## src/rtl/pel_pkg.sv

```systemverilog
`timescale 1ns / 1ps

package pel_pkg;

    // Field and storage widths fixed by the block definition
    localparam int CFG_WIDTH     = 11;
    localparam int POS_WIDTH     = 10;
    localparam int ENERGY_WIDTH  = 16;
    localparam int CELL_WIDTH    = 40;
    localparam int ROOT_ONE_BITS = 16;

    localparam logic [CFG_WIDTH-1:0]  CFG_RESET = 11'd1024;
    localparam logic [CELL_WIDTH-1:0] CELL_MAX  = 40'hFF_FFFF_FFFF;

    // energy * 1000 needs 26 bits
    localparam int              SCALED_BASE_W = 26;
    localparam logic [9:0]      ENERGY_SCALE  = 10'd1000;

    // table build: isqrt(2^34 / d), 35-bit operand, 18-bit root
    localparam int ROOT_IN_W = 35;
    localparam int ROOT_Q_W  = 18;

    // divide by three: reciprocal ceil(2^25 / 3), exact below 2^25
    localparam logic [23:0] DIV3_MULT  = 24'hAA_AAAB;
    localparam int          DIV3_SHIFT = 25;
    localparam int          HALF_W     = 21;
    localparam int          SUM3_W     = CELL_WIDTH + 2;

    // controller to datapath commands
    typedef struct packed {
        logic accept;
        logic div_init;
        logic div_part;
        logic sqrt_start;
        logic init_write;
        logic sweep_part;
        logic sweep_relax;
        logic out_load;
    } pel_cmd_t;

    // datapath to controller status
    typedef struct packed {
        logic div_done;
        logic sqrt_done;
        logic sweep_done;
        logic init_last;
        logic out_busy;
    } pel_status_t;

endpackage

```

## src/rtl/pel_ctrl.sv

```systemverilog
`timescale 1ns / 1ps

// Sequencer: table build after reset, then one item at a time
module pel_ctrl (
    input  logic                  clk,
    input  logic                  rst_n,
    input  logic                  in_valid,
    input  logic                  in_kind,
    output logic                  in_ready,
    input  pel_pkg::pel_status_t  status,
    output pel_pkg::pel_cmd_t     cmd
);

    localparam logic [3:0] S_INIT_START = 4'd0;
    localparam logic [3:0] S_INIT_DIV   = 4'd1;
    localparam logic [3:0] S_INIT_SQRT  = 4'd2;
    localparam logic [3:0] S_INIT_WRITE = 4'd3;
    localparam logic [3:0] S_IDLE       = 4'd4;
    localparam logic [3:0] S_PART_START = 4'd5;
    localparam logic [3:0] S_PART_DIV   = 4'd6;
    localparam logic [3:0] S_PART_SWEEP = 4'd7;
    localparam logic [3:0] S_RELAX      = 4'd8;
    localparam logic [3:0] S_RESULT     = 4'd9;

    logic [3:0] state_reg, state_next;

    always_ff @(posedge clk or negedge rst_n)
    begin
        if (!rst_n)
            state_reg <= S_INIT_START;
        else
            state_reg <= state_next;
    end

    // next state and commands
    always_comb
    begin
        state_next = state_reg;
        cmd        = '0;
        in_ready   = 1'b0;
        unique case (state_reg)
            S_INIT_START:
            begin
                cmd.div_init = 1'b1;
                state_next   = S_INIT_DIV;
            end
            S_INIT_DIV:
            begin
                if (status.div_done)
                begin
                    cmd.sqrt_start = 1'b1;
                    state_next     = S_INIT_SQRT;
                end
            end
            S_INIT_SQRT:
            begin
                if (status.sqrt_done)
                    state_next = S_INIT_WRITE;
            end
            S_INIT_WRITE:
            begin
                cmd.init_write = 1'b1;
                state_next     = status.init_last ? S_IDLE : S_INIT_START;
            end
            S_IDLE:
            begin
                in_ready = 1'b1;
                if (in_valid)
                begin
                    cmd.accept = 1'b1;
                    if (in_kind)
                    begin
                        cmd.sweep_relax = 1'b1;
                        state_next      = S_RELAX;
                    end
                    else
                        state_next = S_PART_START;
                end
            end
            S_PART_START:
            begin
                cmd.div_part = 1'b1;
                state_next   = S_PART_DIV;
            end
            S_PART_DIV:
            begin
                if (status.div_done)
                begin
                    cmd.sweep_part = 1'b1;
                    state_next     = S_PART_SWEEP;
                end
            end
            S_PART_SWEEP:
            begin
                if (status.sweep_done)
                    state_next = S_IDLE;
            end
            S_RELAX:
            begin
                if (status.sweep_done)
                    state_next = S_RESULT;
            end
            S_RESULT:
            begin
                if (!status.out_busy)
                begin
                    cmd.out_load = 1'b1;
                    state_next   = S_IDLE;
                end
            end
            default:
                state_next = S_INIT_START;
        endcase
    end

    a_cmd_single: assert property (@(posedge clk) disable iff (!rst_n)
        $onehot0({cmd.div_init, cmd.div_part, cmd.sqrt_start, cmd.init_write,
                  cmd.sweep_part, cmd.sweep_relax, cmd.out_load}))
        else $error("more than one datapath command at once");
    a_load_free: assert property (@(posedge clk) disable iff (!rst_n)
        cmd.out_load |-> !status.out_busy)
        else $error("result loaded over a pending one");
    a_one_item: assert property (@(posedge clk) disable iff (!rst_n)
        (in_valid && in_ready) |=> !in_ready)
        else $error("second item taken straight after the first");

endmodule

```

## config.mk

```make
export PLATFORM = sky130hd
export DESIGN_NAME = pel_ctrl
export DESIGN_NICKNAME = d
export VERILOG_FILES = /design/src/rtl/pel_pkg.sv /design/src/rtl/pel_ctrl.sv
export SDC_FILE = /design/constraint.sdc
export NUM_CORES = 1
export LEC_CHECK = 0
export BUFFER_PORTS_ARGS = -buffer_cell sky130_fd_sc_hd__clkbuf_2
export CAP_MARGIN = 20
export CORE_AREA = 2 2 39 41
export CTS_CLUSTER_SIZE = 25
export DETAILED_ROUTE_END_ITERATION = 16
export DIE_AREA = 0 0 41 43
export PLACE_DENSITY = 0.64
export SYNTH_ARGS = -nofsm -noshare
export SYNTH_HDL_FRONTEND = slang
export SYNTH_SLANG_ARGS = --single-unit
```

## constraint.sdc

```tcl
create_clock -name clk -period 1.5 [get_ports clk]
set_input_delay 0.3 -clock clk [delete_from_list [all_inputs] [get_ports clk]]
set_output_delay 0.3 -clock clk [all_outputs]
set_load 0.05 [all_outputs]
```

==> Word-level counts from Yosys, hierarchy flattened <==
Index checks and enable logic that the tools add are counted.
{ "totals": {"in_bits": 9, "latch_bits": 0, "word_cells": 43, "ramBits": 0, "regBits": 4, "n_memories": 0, "mem_bits_ro": 0} }
{ "classes": {"reduce_logical": 2, "mul": 0, "bitwise_logic": 0, "addsub": 0, "order_cmp": 0, "n_div": 0, "shift": 0, "n_mux": 24, "eq_ne": 16} }
{ "op_table": {"columns": ["operator", "n"], "rows": [
  ["$pmux 4 s10", 1],
  ["$mux 4", 8],
  ["$eq 4x3->1 const B", 4],
  ["$mux 1", 14],
  ["$ne 2x2->1 const B", 7],
  ["$eq 4x2->1 const B", 2],
  ["$eq 4x4->1 const B", 2],
  ["$reduce_and 7->1", 1],
  ["$eq 4x1->1 const B", 1],
  ["$logic_not 4->1", 1],
  ["$mux 3", 1]
]} }

==> Longest topological paths before layout <==
{ "depth": {"word_depth": 3, "ltp_mapped": 5, "mapped_depth_nobuf": 4} }

==> Worst setup path after synthesis <==
Ideal clock, no wire load.
{ "synth_path": {"kind": "register to output", "start": "reg state_reg[3]", "end": "out cmd[1] (netlist bit)", "path_buffers": 1, "setup_slack_ns": -1.197, "required_ns": 1.200, "t_arrival_ns": 2.397, "path_stages_with_launch": 5, "cell_sequence": "dfrtp_1 > buf_4 > nand2b_1 > nor3_1 > and3_1"} }
{ "synth_lines": {"columns": ["item", "line", "source"], "rows": [
  ["from (decl)", "pel_ctrl.sv:25", "logic [3:0] state_reg, state_next;"],
  ["from (signal assigned)", "pel_ctrl.sv:32", "state_reg <= state_next;"],
  ["to (decl)", "pel_ctrl.sv:11", "output pel_pkg::pel_cmd_t cmd"]
]} }

==> results.toml <==
[run_status]
status = "finished, violations left"
violations = "negative setup slack"

[drt]
via_per_inst = 5.21
vias = 547
first_pass_iters = 4
routedWlPerCell_um = 15.4
drc = 0
ant_nets = 0
initialDrtViolationCount = 6
drt_wl_total_um = 1620

[die]
dieArea_um2 = 1760
ioPinCount = 18
fp.dieW_um = 41
initial_core_util_pct = 30.0
core_area_um2 = 1380
die_h_um = 43
rows = 14

[setup_path]
critPathMaxFanout = 5
r2r_cells = 5
required_ns = 1.20
crit_start = "state_reg[1]$_DFFE_PN0P_"
reg2reg_to = "state_reg[2]$_DFFE_PN0P_"
worstSetupPathType = "reg -> out"
r2r-start = "state_reg[1]$_DFFE_PN0P_"
endpoint_kind = "output port"
rrSetupSlack_ns = -0.11
critPathLaunchType = "flop"
setup.worst_path.end = "cmd[1]"
worstPathArrival_ns = 1.39

[global_routing]
antenna_found_initial = 0
grt_usage_pct = 17.5
grt_max_degree = 10
grt_pass1_vias = 511
grt_first_pass_wirelength_um = 2060
grt_overflow_total = 0

[synthesis]
avgSynthCellArea_um2 = 8.15
synthTopCellsByCount = "5 x inv_1, 4 x dfrtp_1, 4 x nor2_1"
synth_nets = 60
synth_top_area_share_pct = 24.1
synth_area_um2 = 415
synth-seq-area-share_pct = 24.1
synth_area_leader_cell = "dfrtp_1"
ys.flop_type = "dfrtp_1"
synth_area_leaders = "dfrtp_1 24%, and3_1 4.5%, inv_1 4.5%"
post_synth_num_cell_types = 30
async_flop_share_pct = 100
yosysWarnings = 0
ys_seq_elements = 4
synth_most_common_cell = "inv_1"
synth_edf_count = 0
postSynthCellCount = 51

[hold_path]
min_path_type = "in -> async"

[clocking]
cts_tree = "yes"
root_buffer = "clkbuf_4"
clkSinkCount = 4
cts_buffer_depth = 2
clk_pin_slew_ns = 0.04
htreeDepth = 1
clock_latency_ns = 0.23
cts_buffers = 3

[cells_and_area]
register_area_um2 = 105
multi_input_area_um2 = 374
area_growth_pct = 127
fillers = 91
largest_reg_flops = 4
drive_above_1_share_pct = 71.9
diodes = 0
finish.net_count = 100

[timing]
period_share_pct = 113
slew_headroom_pct = 77.7
min_period_ns = 1.69
worstMarginPinSlew_ns = 0.330
clock.fmax_mhz = 592
hold_violations = 0
holdWs_ns = 0.402
finalClockSkew_ns = 0.00259
slew_viol_final = 0
layout_setup_ws_ns = -0.190
rsz0062_at_grt = "yes"
setup_viol = 11

[pwr]
netSwitchingFraction_pct = 45.0
total_leakage_power_uw = 0.000448
seq_power_share_pct = 12.3
switchingPower_uw = 985
clkPwrFrac_pct = 6.1
comb_power_share_pct = 81.6
cellPowerDensity_nw_per_um2 = 2320
internal_power_uw = 1200
worst_ir_drop_vdd_mv = 1.27

[placement]
post-dp-hpwl_um = 873
place_ws_ns = -0.0812
port_buffers = 17
globalplace.congestion = 0.764

[run]
cap_viol_max_count = 0
[cells in the final DEF (no fill, tap or decap), types with 3 or more instances in the layout]
| master | n |
|---|---|
| buf_4 | 13 |
| clkbuf_2 | 8 |
| buf_6 | 8 |
| inv_1 | 5 |
| buf_8 | 5 |
| nor2_4 | 4 |
| dfrtp_2 | 4 |
| clkbuf_4 | 3 |
| clkbuf_16 | 3 |
[layer usage]
| metal | GRT usage [%] | wire length, um | up-vias |
|---|---|---|---|
| met5 | 0 | 0 | - |
| met4 | 8.00 | 47 | 0 |
| met3 | 0 | 50 | 6 |
| met2 | 33.4 | 899 | 16 |
| met1 | 17.9 | 621 | 262 |
| li1 | - | - | 263 |
[timing repair]
action                     4_1_cts  5_1_grt
resized for setup               32       22
buffers inserted                 5        5
pin swaps                        4        3
hold endpoints to repair         4        0
setup endpoints to repair       11       12
gates cloned                     0        0
hold buffers                     1        0
[cell families after synthesis]
logic type      count (synthesis)  synth area share [%]
buf+inv                         9                  11.4
flops                           4                  24.1
compound gates                 14                  26.2
mux                             2                  5.12
simple gates                   22                  33.1
[through the flow]
| stage | area (um2) | cells | TNS, ns | utilization (%) | power [uW] |
|---|---|---|---|---|---|
| after detailed placement | 624 | 91 | -0.281 | 45.1 | 1410 |
| final | 942 | 105 | -1.16 | 68.1 | 2190 |
| after global placement | 624 | 91 | -0.145 | 45.1 | 1400 |
| after floorplan | 472 | 51 | -1.30 | - | 1110 |
| after CTS | 841 | 100 | -1.11 | 60.8 | 1920 |
| after global routing | 942 | 105 | -1.75 | 68.1 | 2300 |
[how the worst min path moves through the flow]
stage           from                       end  slack (ns)  depth (start not counted)
3_5_place_dp   rst_n  state_reg[0]$_DFFE_PN0P_        0.11                          1
4_1_cts        rst_n  state_reg[2]$_DFFE_PN0P_        0.40                          2
2_1_floorplan  rst_n  state_reg[0]$_DFFE_PN0P_       0.004                          0
6_report       rst_n  state_reg[2]$_DFFE_PN0P_        0.40                          2
3_3_place_gp   rst_n  state_reg[0]$_DFFE_PN0P_        0.11                          1
5_1_grt        rst_n  state_reg[0]$_DFFE_PN0P_        0.41                          2
[final cells by class]
type | count | share of cell area (%)
tap | 16 | 2.12
clock buffer | 3 | 2.39
inverter | 5 | 1.99
multi-input combinational | 38 | 39.7
timing repair buffer | 39 | 42.6
sequential | 4 | 11.2
[power by group through the flow]
stage	clock network (uW)	registers [uW]	logic, uW
after CTS	137	262	1520
after detailed placement	0	265	1150
final	133	269	1790
after floorplan	0	195	914
after global placement	0	262	1140
after global routing	149	273	1880
[critical path, cell delays in order (launching register included)]
cell,delay [ns]
dfrtp_2,0.43
buf_6,0.14
nor3_4,0.20
and3_4,0.22
clkbuf_16,0.16
Power figures use the tool's default switching activity.
